===== src/design/nbc_pkg.sv =====
package nbc_pkg;

  localparam int unsigned PayloadBitsDef = 48;
  localparam int unsigned WordBits       = 64;

  localparam logic [63:0] QnanBits  = 64'h7ff8_0000_0000_0000;
  localparam logic [63:0] CanonNan  = 64'h7ff8_0000_0000_0000;
  localparam logic [63:0] NilPay    = 64'h0000_0000_0000_0001;

  typedef enum logic [2:0] {
    ActNil    = 3'd0,
    ActNat    = 3'd1,
    ActInt    = 3'd2,
    ActFloat  = 3'd3,
    ActCell   = 3'd4,
    ActDecode = 3'd5
  } nbc_action_e;

  typedef enum logic [2:0] {
    KindNil  = 3'd0,
    KindNat  = 3'd1,
    KindInt  = 3'd2,
    KindFlo  = 3'd3,
    KindCell = 3'd4
  } nbc_kind_e;

  typedef struct packed {
    logic [2:0]  action;
    logic [63:0] operand_bits;
  } nbc_req_t;

  typedef struct packed {
    logic [63:0] box_word;
    logic [2:0]  kind;
    logic [63:0] payload;
    logic        is_heap_ref;
    logic        range_fault;
  } nbc_rsp_t;

endpackage


===== src/design/nan_box_codec_unit.sv =====
// NaN-boxing encoder/decoder. Each request packs nil, a natural, a signed
// integer or a cell pointer into a quiet-NaN box (tag at bits 50..48, payload
// in the low PAYLOAD_BITS bits), passes a double through with any quiet-NaN
// pattern made canonical, or decodes a box word; every response carries the
// box word with its kind, payload, heap-reference flag and a range fault for
// operands that do not fit the payload. One request is accepted per clock
// while the stages are not stalled. An accepted request is held in the
// request register, and the encode and decode logic between the two
// registers loads its response into the response register, which drives
// out_valid_o and out_o. Back-pressure on the response side stalls both
// stages.
module nan_box_codec_unit
  import nbc_pkg::*;
#(
  parameter int unsigned PAYLOAD_BITS = PayloadBitsDef
) (
  input  logic     clk_i,
  input  logic     rst_ni,
  input  logic     in_valid_i,
  output logic     in_ready_o,
  input  nbc_req_t in_i,
  output logic     out_valid_o,
  input  logic     out_ready_i,
  output nbc_rsp_t out_o
);

  localparam int unsigned ExtBits = WordBits - PAYLOAD_BITS;
  localparam logic [63:0] PayMask = (64'd1 << PAYLOAD_BITS) - 64'd1;

  logic     req_valid_q;
  nbc_req_t req_q;
  logic     rsp_valid_q;
  nbc_rsp_t rsp_q;
  nbc_rsp_t rsp_d;
  logic     rsp_ready;
  logic     req_ready;

  logic [63:0] opnd;
  logic [63:0] opnd_sext;
  logic [63:0] box;
  logic [63:0] box_sext;
  logic [2:0]  enc_tag;
  logic        fault;
  logic        box_is_float;
  logic [2:0]  dec_kind;

  assign rsp_ready  = !rsp_valid_q || out_ready_i;
  assign req_ready  = !req_valid_q || rsp_ready;
  assign in_ready_o = req_ready;

  assign opnd      = req_q.operand_bits;
  assign opnd_sext = {{ExtBits{opnd[PAYLOAD_BITS-1]}}, opnd[PAYLOAD_BITS-1:0]};

  always_comb begin
    box     = opnd;
    fault   = 1'b0;
    enc_tag = KindNil;
    unique case (req_q.action)
      ActNil: begin
        enc_tag = KindNil;
        box     = QnanBits | {13'd0, enc_tag, 48'd0} | (NilPay & PayMask);
      end
      ActNat: begin
        enc_tag = KindNat;
        fault   = (opnd & ~PayMask) != 64'd0;
        box     = QnanBits | {13'd0, enc_tag, 48'd0} | (opnd & PayMask);
      end
      ActInt: begin
        enc_tag = KindInt;
        fault   = opnd_sext != opnd;
        box     = QnanBits | {13'd0, enc_tag, 48'd0} | (opnd & PayMask);
      end
      ActFloat: begin
        box = ((opnd & QnanBits) == QnanBits) ? CanonNan : opnd;
      end
      ActCell: begin
        enc_tag = KindCell;
        fault   = opnd_sext != opnd;
        box     = QnanBits | {13'd0, enc_tag, 48'd0} | (opnd & PayMask);
      end
      default: begin
        box = opnd;
      end
    endcase
  end

  // decode view of the box
  assign box_sext     = {{ExtBits{box[PAYLOAD_BITS-1]}}, box[PAYLOAD_BITS-1:0]};
  assign box_is_float = ((box & QnanBits) != QnanBits) || (box == CanonNan);
  assign dec_kind     = box[50:48];

  always_comb begin
    rsp_d.box_word    = box;
    rsp_d.range_fault = fault;
    if (box_is_float) begin
      rsp_d.kind        = KindFlo;
      rsp_d.payload     = box;
      rsp_d.is_heap_ref = 1'b0;
    end else begin
      rsp_d.kind        = dec_kind;
      rsp_d.payload     = (dec_kind == KindNat) ? (box & PayMask) : box_sext;
      rsp_d.is_heap_ref = dec_kind[2];
    end
  end

  always_ff @(posedge clk_i or negedge rst_ni) begin
    if (!rst_ni) begin
      req_valid_q <= 1'b0;
      rsp_valid_q <= 1'b0;
    end else begin
      if (req_ready) begin
        req_valid_q <= in_valid_i;
      end
      if (rsp_ready) begin
        rsp_valid_q <= req_valid_q;
      end
    end
  end

  always_ff @(posedge clk_i) begin
    if (req_ready && in_valid_i) begin
      req_q <= in_i;
    end
    if (rsp_ready && req_valid_q) begin
      rsp_q <= rsp_d;
    end
  end

  assign out_valid_o = rsp_valid_q;
  assign out_o       = rsp_q;

`ifndef SYNTH
  a_accept_loads: assert property (@(posedge clk_i) disable iff (!rst_ni)
    (in_valid_i && in_ready_o) |=> req_valid_q)
    else $error("accepted request not held in request stage");

  a_req_holds: assert property (@(posedge clk_i) disable iff (!rst_ni)
    (req_valid_q && !rsp_ready) |=> (req_valid_q && $stable(req_q)))
    else $error("stalled request stage lost its request");

  a_fault_kind: assert property (@(posedge clk_i) disable iff (!rst_ni)
    (out_valid_o && out_o.range_fault) |->
      (out_o.kind == KindNat || out_o.kind == KindInt || out_o.kind == KindCell))
    else $error("range fault on a kind that cannot fault");

  a_box_qnan: assert property (@(posedge clk_i) disable iff (!rst_ni)
    (out_valid_o && out_o.kind != KindFlo) |-> (out_o.box_word[62:51] == 12'hfff))
    else $error("non-float kind without quiet-NaN bits");
`endif

endmodule


===== config.mk =====
export PLATFORM = sky130hd
export DESIGN_NAME = nan_box_codec_unit
export DESIGN_NICKNAME = d
export VERILOG_FILES = /design/src/design/nbc_pkg.sv /design/src/design/nan_box_codec_unit.sv
export SDC_FILE = /design/constraint.sdc
export NUM_CORES = 1
export LEC_CHECK = 0
export ABC_AREA = 1
export BUFFER_PORTS_ARGS = -buffer_cell sky130_fd_sc_hd__buf_4
export CORE_ASPECT_RATIO = 1.75
export CORE_UTILIZATION = 30
export CTS_CLUSTER_DIAMETER = 100
export DETAILED_ROUTE_END_ITERATION = 12
export PLACE_DENSITY_LB_ADDON = 0.08
export SYNTH_ARGS = -nofsm -noshare
export SYNTH_HDL_FRONTEND = slang
export SYNTH_SLANG_ARGS = --single-unit

===== constraint.sdc =====
create_clock -name clk_i -period 12.7 [get_ports clk_i]
set_input_delay 1.27 -clock clk_i [delete_from_list [all_inputs] [get_ports clk_i]]
set_output_delay 1.27 -clock clk_i [all_outputs]
set_load 0.01 [all_outputs]

==> metrics.csv, run 1 <==
metric;value;unit
syn_to_final_growth;29.89;%
wl_per_cell;15.75;um
pin_count;206;
design_area;8423;um2
relSlewSlack;23.52;%
gr-total-overflow;0;
holdWs;0.5339;ns
holdPathStages;2;
status;completed;
grt_pass1_wl;22620;um
post_cts_buffers;0;
vias;4112;
cts_resized;0;
utilization;40.07;%
die_w;113.1;um
n_fill_cell;2072;
syn_area;6485;um2
num_rows;70;
clk_latency;0.42;ns
synth_top_family_by_area;simple AND/OR/NAND/NOR gates;
fin_tns_setup;0;ns
min_from;req_valid_q$_DFFE_PN0N_;
synth-compound-area-share;3.183;%
synthSimpleGateAreaFrac;13.95;%
power;1.295;mW
cp_max_fo;3;
dieArea;22230;um2
finalSetupViolations;0;
slew_viol_final;0;
drt.antenna.violating_nets;0;
postSynthAreaPerCell;12.57;um2
r2r_cells;12;
ctsLongestPathBuffers;2;
irDropWorstVdd;0.00007321;V
dpl.hpwl;10840;um
drc;0;
finalHoldViolCount;0;
setup_slack;9.606;ns
cts.sinks;153;
grt_max_degree;85;
initial_core_util;30.85;%
drv_cap;0;
ys_ff_latch;153;
port_buffers;205;
drive_gt1_share;40.75;%
fin_crit_sh;24.36;%
synthCells;516;
pre_cts_slack;9.609;ns
place_congestion;0.7740;
critPathKind;in2out;
synthAdderAreaFrac;0;%
worstMarginPinSlew;1.147;ns
viasPerCell;4.333;
cp.arrival;1.82;ns
regToRegEndpoint;out_o[54]$_DFFE_PP_;
path_clk_slew;0.06;ns
drt_iter0_drc;200;
core-area;21020;um2
cts_max_level;4;
required;11.43;ns
worstHoldPathType;reg2reg;
totalWireLength;14940;um
grt_usage;13.96;%
fmax;323.2;MHz
yosysWarnings;0;
r2r-start;req_q[65]$_DFFE_PP_;
synthMuxAreaShare;0;%
firstDrtPassIters;4;
yosysSeqAreaShare;70.69;%
antenna_found_initial;0;
finalWorstPathRequiredPeriod;3.094;ns
leakagePower;3.651;nW
die_y;196.5;um
reg2reg_slack;9.88;ns
ctsHoldBuffers;0;
rsz0062_at_grt;no;
worstSetupEndpointType;primary output;
nNetsFinal;755;
cts_tree;yes;
finClkSkew;0.009203;ns
cts_buffers;17;
worst_hold_path.endpoint;out_valid_o$_DFFE_PN0P_;
placedCellCount;917;
p_per_area;153.8;nW/um2
synthXorXnorAreaFrac;0;%
first_global_vias;4151;
start_kind;input pin;
synthDistinctLibCells;30;
root_buffer;clkbuf_16;
finalNonFillerCells;949;
diodes;0;
syn-num-nets;587;
placed_area;7910;um2
## cells by family after synthesis
group | count (synthesis)
AND/OR/NAND/NOR | 186
flip-flops | 153
buffers and inverters | 146
AO/OA/AOI/OAI | 31
## registers in the layout, summed over array words and instances (netlist names)
signal,count
opnd,64
out_o,84
out_valid_o,1
req_q,3
req_valid_q,1
## routing by layer
| metal | routed length (um) | GRT usage (%) | vias up | share of wire, % |
|---|---|---|---|---|
| li1 | - | - | 1997 | - |
| met1 | 5551 | 14.63 | 1949 | 37 |
| met2 | 8321 | 26.08 | 150 | 56 |
| met3 | 813 | 3.444 | 16 | 5.4 |
| met4 | 256 | 5.994 | 0 | 1.7 |
| met5 | 0 | 0 | - | 0 |
## worst max-delay path, stage by stage
cell	delay, ns
buf_4	0.11
inv_1	0.12
nand3_1	0.15
buf_4	0.18
## layout by cell type (no fill, tap or decap), drive strengths merged, types with 2 or more instances in the layout
| cell | synthesis | routed |
|---|---|---|
| a21oi | 2 | 2 |
| buf | 55 | 208 |
| clkbuf | 4 | 18 |
| clkinv | 1 | 9 |
| clkinvlp | 0 | 5 |
| dfrtp | 2 | 2 |
| edfxtp | 151 | 151 |
| inv | 86 | 87 |
| nand2 | 85 | 85 |
| nand3 | 17 | 17 |
| nand4 | 9 | 9 |
| nor2 | 67 | 67 |
| nor3 | 4 | 4 |
| nor4 | 4 | 4 |
| o21ai | 25 | 25 |
| o41ai | 3 | 3 |
## Yosys cell counts
cell type  instances  area share, %
edfxtp_1         151             70
inv_1             85            4.9
nor2_1            60            3.5
nand2_1           58            3.4
buf_4             49            5.7
nand2_2           24            2.3
nand3_1           16            1.2
o21ai_0           11           0.85
nand4_1            9           0.87
o21ai_2            7           0.95
o21ai_1            6           0.46
buf_6              4           0.69
clkbuf_1           4           0.23
nor2_2             4           0.39
nor4_1             4           0.39
nor2_4             3           0.52
nor3_1             3           0.23
o41ai_1            3           0.41
a21oi_1            2           0.15
dfrtp_1            2           0.77
nand2_4            2           0.35
buf_12             1           0.31
buf_8              1           0.23
clkinv_1           1          0.058
inv_2              1          0.058
nand2_8            1           0.31
nand3_4            1           0.27
nor3_4             1           0.25
o211ai_1           1           0.12
o21ai_4            1           0.25
## cell type report
cell class | count | area [um2] | share of cell area [%]
well taps | 252 | 315.3 | 3.743
multi-input cells | 217 | 1122 | 13.32
repair buffers | 208 | 1562 | 18.54
clock buffers | 18 | 429.2 | 5.095
flip-flops and latches | 153 | 4584 | 54.43
inverters | 87 | 326.6 | 3.877
clock inverters | 14 | 83.83 | 0.9952
## report_power, final
group / internal, mW / switching (mW)
registers: 0.621 / 0.0281
logic: 0.0887 / 0.111
clock network: 0.246 / 0.200
## worst max-delay path by stage
stage                   startpoint                  end  slack (ns)
6_report               out_ready_i           in_ready_o        9.61
5_1_grt        req_q[64]$_DFFE_PP_  out_o[89]$_DFFE_PP_        9.57
4_1_cts                out_ready_i           in_ready_o        9.60
3_5_place_dp           out_ready_i           in_ready_o        9.61
3_3_place_gp           out_ready_i           in_ready_o        9.65
2_1_floorplan          out_ready_i   out_o[0]$_DFFE_PP_        6.77
No activity file was read; power rests on OpenSTA's default activity.
==> inputs of run 2 (changes only) <==
==> constraint.sdc (replaced) <==
create_clock -name clk_i -period 2.8 [get_ports clk_i]
set_input_delay 0.28 -clock clk_i [delete_from_list [all_inputs] [get_ports clk_i]]
set_output_delay 0.28 -clock clk_i [all_outputs]
set_load 0.01 [all_outputs]
==> run 2 against run 1 <==
Against the previous run: sequential power rose to 4.5 times the previous value; die area is the same; highest routed layer unchanged; clock skew about the same; via count increased by 1.7%; global-route usage up 0.35 points; critical path depth increased by 11; total power rose to 5.0 times the previous value; non-clock buffer count up 20.
==> metrics.csv, run 2 (synthesis results as in run 1) <==
metric;value;unit;change
status;completed;;
path_cells;nor2_4, nor2_2, nor2_1, nand2_1, nand2_2, nand2_8, buf_4, o21ai_1, nand2_1, nor2_1, nand2_1, nor2_4, nand2_4, nand3_4, nand2_1;;
worstSetupEndpointType;flop;;
place_congestion;0.8697;;+12%
slew_viol_final;0;;unchanged
totalWireLength;15530;um;+3.9%
dieArea;22230;um2;unchanged
viasPerCell;4.321;;-0.27%
critPathSlowestCell;edfxtp_1;;
drive_gt1_share;41.20;%;+0.46 points
grt_pass1_wl;22970;um;+1.6%
setup_slack;0.2162;ns;-9.390 ns
start_kind;flop;;
utilization;41.73;%;+1.7 points
initial_core_util;30.85;%;unchanged
finalHoldViolCount;0;;unchanged
grt_usage;14.32;%;+0.35 points
path_clk_slew;0.06;ns;about the same
leakagePower;3.814;nW;+4.5%
num_rows;70;;unchanged
cts.sinks;153;;unchanged
worstHoldPathType;in2reg;;
vias;4183;;+1.7%
rsz0062_at_grt;no;;
relSlewSlack;66.88;%;+43 points
n_fill_cell;2006;;-3.2%
reg2reg_slack;0.22;ns;-9.66 ns
port_buffers;205;;unchanged
holdWs;0.02434;ns;-0.5096 ns
pin_count;206;;unchanged
cts_buffers;17;;unchanged
dpl.hpwl;11230;um;+3.6%
pre_cts_slack;0.08334;ns;-9.526 ns
worstMarginPinSlew;0.4967;ns;-0.6504 ns
ctsLongestPathBuffers;2;;unchanged
root_buffer;clkbuf_16;;
diodes;0;;unchanged
wl_per_cell;16.05;um;+1.9%
core-area;21020;um2;unchanged
cp.arrival;2.75;ns;+0.93 ns
syn_to_final_growth;35.25;%;
fin_tns_setup;0;ns;unchanged
fin_crit_sh;92.28;%;
critPathKind;reg2reg;;
cp_max_fo;20;;+17
die_y;196.5;um;unchanged
die_w;113.1;um;unchanged
final_common_cell;buf_4;;
finalSetupViolations;0;;unchanged
slowest_delay;0.54;ns;+0.36 ns
first_global_vias;4243;;+2.2%
cp_common_cell;nand2_1;;
nNetsFinal;775;;+2.6%
fmax;387.0;MHz;
largest_reg_flops;84;;unchanged
antenna_found_initial;0;;unchanged
drv_cap;0;;unchanged
irDropWorstVdd;0.0003429;V;+370%
clk_latency;0.43;ns;about the same
firstDrtPassIters;5;;+1
grt_max_degree;85;;unchanged
finalWorstPathRequiredPeriod;2.584;ns;
drt_iter0_drc;106;;-47%
cts_max_level;4;;unchanged
multiInputGateArea;1131;um2;+0.78%
required;2.97;ns;-8.46 ns
cts_tree;yes;;
drt.antenna.violating_nets;0;;unchanged
finClkSkew;0.008849;ns;-0.0003533 ns
regArea;4584;um2;unchanged
p_per_area;736.3;nW/um2;+380%
mostFrequentLayoutCells;215 x buf_4, 151 x edfxtp_1, 83 x inv_1, 60 x nor2_1, 58 x nand2_1;;
drc;0;;unchanged
gr-total-overflow;0;;unchanged
run 2: cell count changes in the layout (fill, tap and decap cells not counted):
cell	change
dlygate4sd3_1	+10
buf_4	+7
bufinv_16	+6
clkinv_2	-4
buf_12	+2
clkinvlp_4	-2
clkbuf_2	+1
clkinv_1	-1
inv_1	-1
inv_2	+1
nand2_4	-1
nand2_8	+1
run 2: routing by layer:
metal	vias up	global-route usage, %	routed length, um
met1	1960	13.81	5543
met3	27	4.244	802
met5	-	0	0
li1	2035	-	-
met2	161	26.74	8733
met4	0	7.895	452
run 2: critical path: cells and delay by family (launching register included):
kind | cells | cell delay, ns
simple gates | 13 | 1.49
buf+inv | 1 | 0.20
flops | 1 | 0.54
compound gates | 1 | 0.08
run 2: final timing paths:
kind,startpoint,to,cells after the start
min reg2reg,req_valid_q$_DFFE_PN0N_,out_valid_o$_DFFE_PN0P_,2
min in group asynchronous,rst_ni,req_valid_q$_DFFE_PN0N_,2
max reg2reg,req_q[64]$_DFFE_PP_,out_o[50]$_DFFE_PP_,15
max,req_q[64]$_DFFE_PP_,out_o[50]$_DFFE_PP_,15
min,in_i[9],opnd[9]$_DFFE_PP_,1
max in group asynchronous,rst_ni,out_valid_o$_DFFE_PN0P_,2
run 2: cell type report:
cell class | count | area share (%)
well taps | 252 | 3.595
flip-flops and latches | 153 | 52.27
multi-input cells | 217 | 12.90
clock buffers | 18 | 4.893
inverters | 87 | 3.723
clock inverters | 13 | 2.568
repair buffers | 228 | 20.06
run 2: through the flow:
step | instances | cell area, um2 | total power [mW]
2_1_floorplan | 516 | 6496 | 3.499
3_3_place_gp | 922 | 7973 | 3.931
3_5_place_dp | 922 | 7973 | 3.942
4_1_cts | 958 | 8677 | 6.537
5_1_grt | 968 | 8771 | 6.704
6_report | 968 | 8771 | 6.458
run 2: report_power, final:
group | internal, mW | switching (mW)
Combinational | 0.437 | 0.516
Sequential | 2.81 | 0.128
Clock | 1.66 | 0.904
run 2: what timing repair did:
item	CTS	global route
hold buffers	5	5
endpoints found under the hold margin	6	5
resized for setup	0	2
endpoints found under the setup margin	0	19
buffers inserted	0	5
==> inputs of run 3 (changes only) <==
--- a/config.mk
+++ b/config.mk
@@ -11,6 +11,7 @@
 export CORE_UTILIZATION = 30
 export CTS_CLUSTER_DIAMETER = 100
 export DETAILED_ROUTE_END_ITERATION = 12
+export GPL_TIMING_DRIVEN = 0
 export PLACE_DENSITY_LB_ADDON = 0.08
 export SYNTH_ARGS = -nofsm -noshare
 export SYNTH_HDL_FRONTEND = slang
==> constraint.sdc (replaced) <==
create_clock -name clk_i -period 2.3 [get_ports clk_i]
set_input_delay 0.23 -clock clk_i [delete_from_list [all_inputs] [get_ports clk_i]]
set_output_delay 0.23 -clock clk_i [all_outputs]
set_load 0.01 [all_outputs]
==> run 3 against run 2 <==
Against the previous run: the flow now finishes with violations (negative setup slack); global-route usage rose by 1.7 points; register-to-register slack got worse by 0.39 ns; clock skew up 0.0043 ns; fmax up 4.6%; count of clock-buffer cells in the layout increased by 3; total power is 25% higher; core utilization increased by 7.6 points; sequential power increased by 22%; via count is 14% higher.
==> metrics.csv, run 3 (synthesis results as in run 1) <==
metric;value;unit;change
dieArea;22230;um2;unchanged
syn_to_final_growth;59.77;%;
required;2.48;ns;-0.49 ns
root_buffer;clkbuf_16;;
die_w;113.1;um;unchanged
path_clk_slew;0.06;ns;about the same
drc;0;;unchanged
firstDrtPassIters;4;;-1
worstSetupEndpointType;flop;;
relSlewSlack;49.78;%;-17 points
ctsLongestPathBuffers;2;;unchanged
finalNonFillerCells;1112;;+15%
num_rows;70;;unchanged
drt_iter0_drc;190;;+79%
cts.sinks;153;;unchanged
gr-total-overflow;0;;unchanged
drt.antenna.violating_nets;0;;unchanged
min_from;in_valid_i;;
drv_cap;0;;unchanged
busiest_layer;met2;;
first_global_vias;4993;;+18%
cp_max_fo;6;;-70%
fmax;405.0;MHz;+4.6%
port_buffers;205;;unchanged
place_congestion;0.8000;;-8.0%
setup_slack;-0.1693;ns;-0.3854 ns
leakagePower;4.559;nW;+20%
viasPerCell;4.270;;-1.2%
placedCellCount;977;;+6.0%
power;8.078;mW;+25%
failed_checks;negative setup slack;;
start_kind;flop;;
finalSetupViolations;19;;+19
status;finished, violations left;;
nNetsFinal;918;;+18%
startpoint;req_q[65]$_DFFE_PP_;;
cts_max_level;4;;unchanged
antenna_found_initial;0;;unchanged
dpl.hpwl;11960;um;+6.5%
cts_tree;yes;;
rsz0062_at_grt;yes;;
core-area;21020;um2;unchanged
use_met1;15.99;%;+2.2 points
drive_gt1_share;48.84;%;+7.6 points
finalWorstPathRequiredPeriod;2.469;ns;-0.1146 ns
critPathKind;reg2reg;;
worstMarginPinSlew;0.7517;ns;+0.2549 ns
initial_core_util;30.85;%;unchanged
cts_buffers;17;;unchanged
slew_viol_final;0;;unchanged
r2r-start;req_q[65]$_DFFE_PP_;;
largest_reg_flops;84;;unchanged
clk_latency;0.42;ns;about the same
die_y;196.5;um;unchanged
vias;4748;;+14%
grt_max_degree;36;;-58%
fin_crit_sh;107.4;%;+15 points
finClkSkew;0.01318;ns;+0.004328 ns
diodes;0;;unchanged
totalWireLength;16960;um;+9.2%
cp.arrival;2.65;ns;-0.10 ns
finalHoldViolCount;0;;unchanged
wl_per_cell;15.25;um;-4.9%
grt_usage;16.03;%;+1.7 points
grt_pass1_wl;26290;um;+14%
worstHoldPathType;in2reg;;
met2_usage;31.08;%;+4.3 points
final_common_cell;buf_4;;
irDropWorstVdd;0.0004342;V;+27%
pin_count;206;;unchanged
p_per_area;779.6;nW/um2;+5.9%
use_met3;3.413;%;-0.83 points
mostFrequentLayoutCells;277 x buf_4, 151 x edfxtp_1, 81 x inv_1, 68 x dlygate4sd3_1, 53 x nor2_1;;
run 3: cell types whose count changed in the layout (fill, tap and decap cells not counted), sizes merged:
cell / change
buf: +82
dlygate4sd3: +58
clkbuf: +6
bufinv: -3
clkinvlp: +2
inv: -2
clkinv: +1
run 3: repair_timing:
item / 4_1_cts / 5_1_grt
hold endpoints to repair: 69 / 0
resized for setup: 64 / 19
buffers inserted: 27 / 5
pin swaps: 10 / 18
gates cloned: 4 / 0
setup endpoints to repair: 59 / 57
hold buffers: 68 / 0
run 3: critical path, cell delays in order, from the launching register on:
cell and delay (ns):
edfxtp_1 0.41, buf_6 0.15, nor2_4 0.13, nor2_4 0.04
nor2_1 0.08, nand2_1 0.07, nand2_2 0.13, buf_4 0.14
inv_1 0.03, nand2_1 0.11, nand3_1 0.13, nor2_1 0.15
nand2_2 0.09, nor2_4 0.12, nand2_4 0.07, buf_12 0.13
nand2_8 0.09, buf_12 0.13, nor2_4 0.03
run 3: final cells by class:
class                   instances  area, um2
multi-input cells             217       1335
repair buffers                313       2710
plain buffers                  58      470.5
well taps                     252      315.3
inverters                      87      339.1
clock inverters                11      145.1
flip-flops and latches        153       4586
fillers                      1913      10660
clock buffers                  21      460.4
run 3: worst paths after layout:
path	slack, ns	to	cells past startpoint
worst max-delay path	-0.17	out_o[68]$_SDFFCE_PP0P_	18
worst min-delay path	0.09	req_valid_q$_DFFE_PN0N_	3
worst max register to register	-0.17	out_o[68]$_SDFFCE_PP0P_	18
worst min register to register	0.53	out_o[70]$_DFFE_PP_	2
max in group asynchronous	2.07	out_valid_o$_DFFE_PN0P_	2
min in group asynchronous	0.13	out_valid_o$_DFFE_PN0P_	2
run 3: metal layers:
metal  up-vias  wire, um
met5         -         0
met4         0       464
met3        29       631
met2       148      9755
met1      2241      6110
li1       2330         -
run 3: per-stage QoR:
step / hold slack, ns / TNS, ns / area, um2 / setup WS, ns / utilization [%]
floorplan: -0.06559 / -0.5405 / 6501 / -0.006435 / -
global placement: 0.01294 / -91.17 / 8356 / -0.7282 / 39.75
detailed placement: 0.01637 / -11.26 / 8436 / -0.5005 / 40.13
CTS: 0.07251 / -2.490 / 10300 / -0.1814 / 49.01
global route: 0.1009 / -5.322 / 10360 / -0.3109 / 49.29
finish: 0.08772 / -2.715 / 10360 / -0.1693 / 49.29
run 3: power breakdown:
part           switching (mW)  leakage (nW)  internal [mW]  total (mW)
Clock                    1.13         0.289           1.77        2.89
Combinational           0.762          2.81          0.849        1.61
Sequential              0.153          1.46           3.42        3.58
Total                    2.04          4.56           6.04        8.08
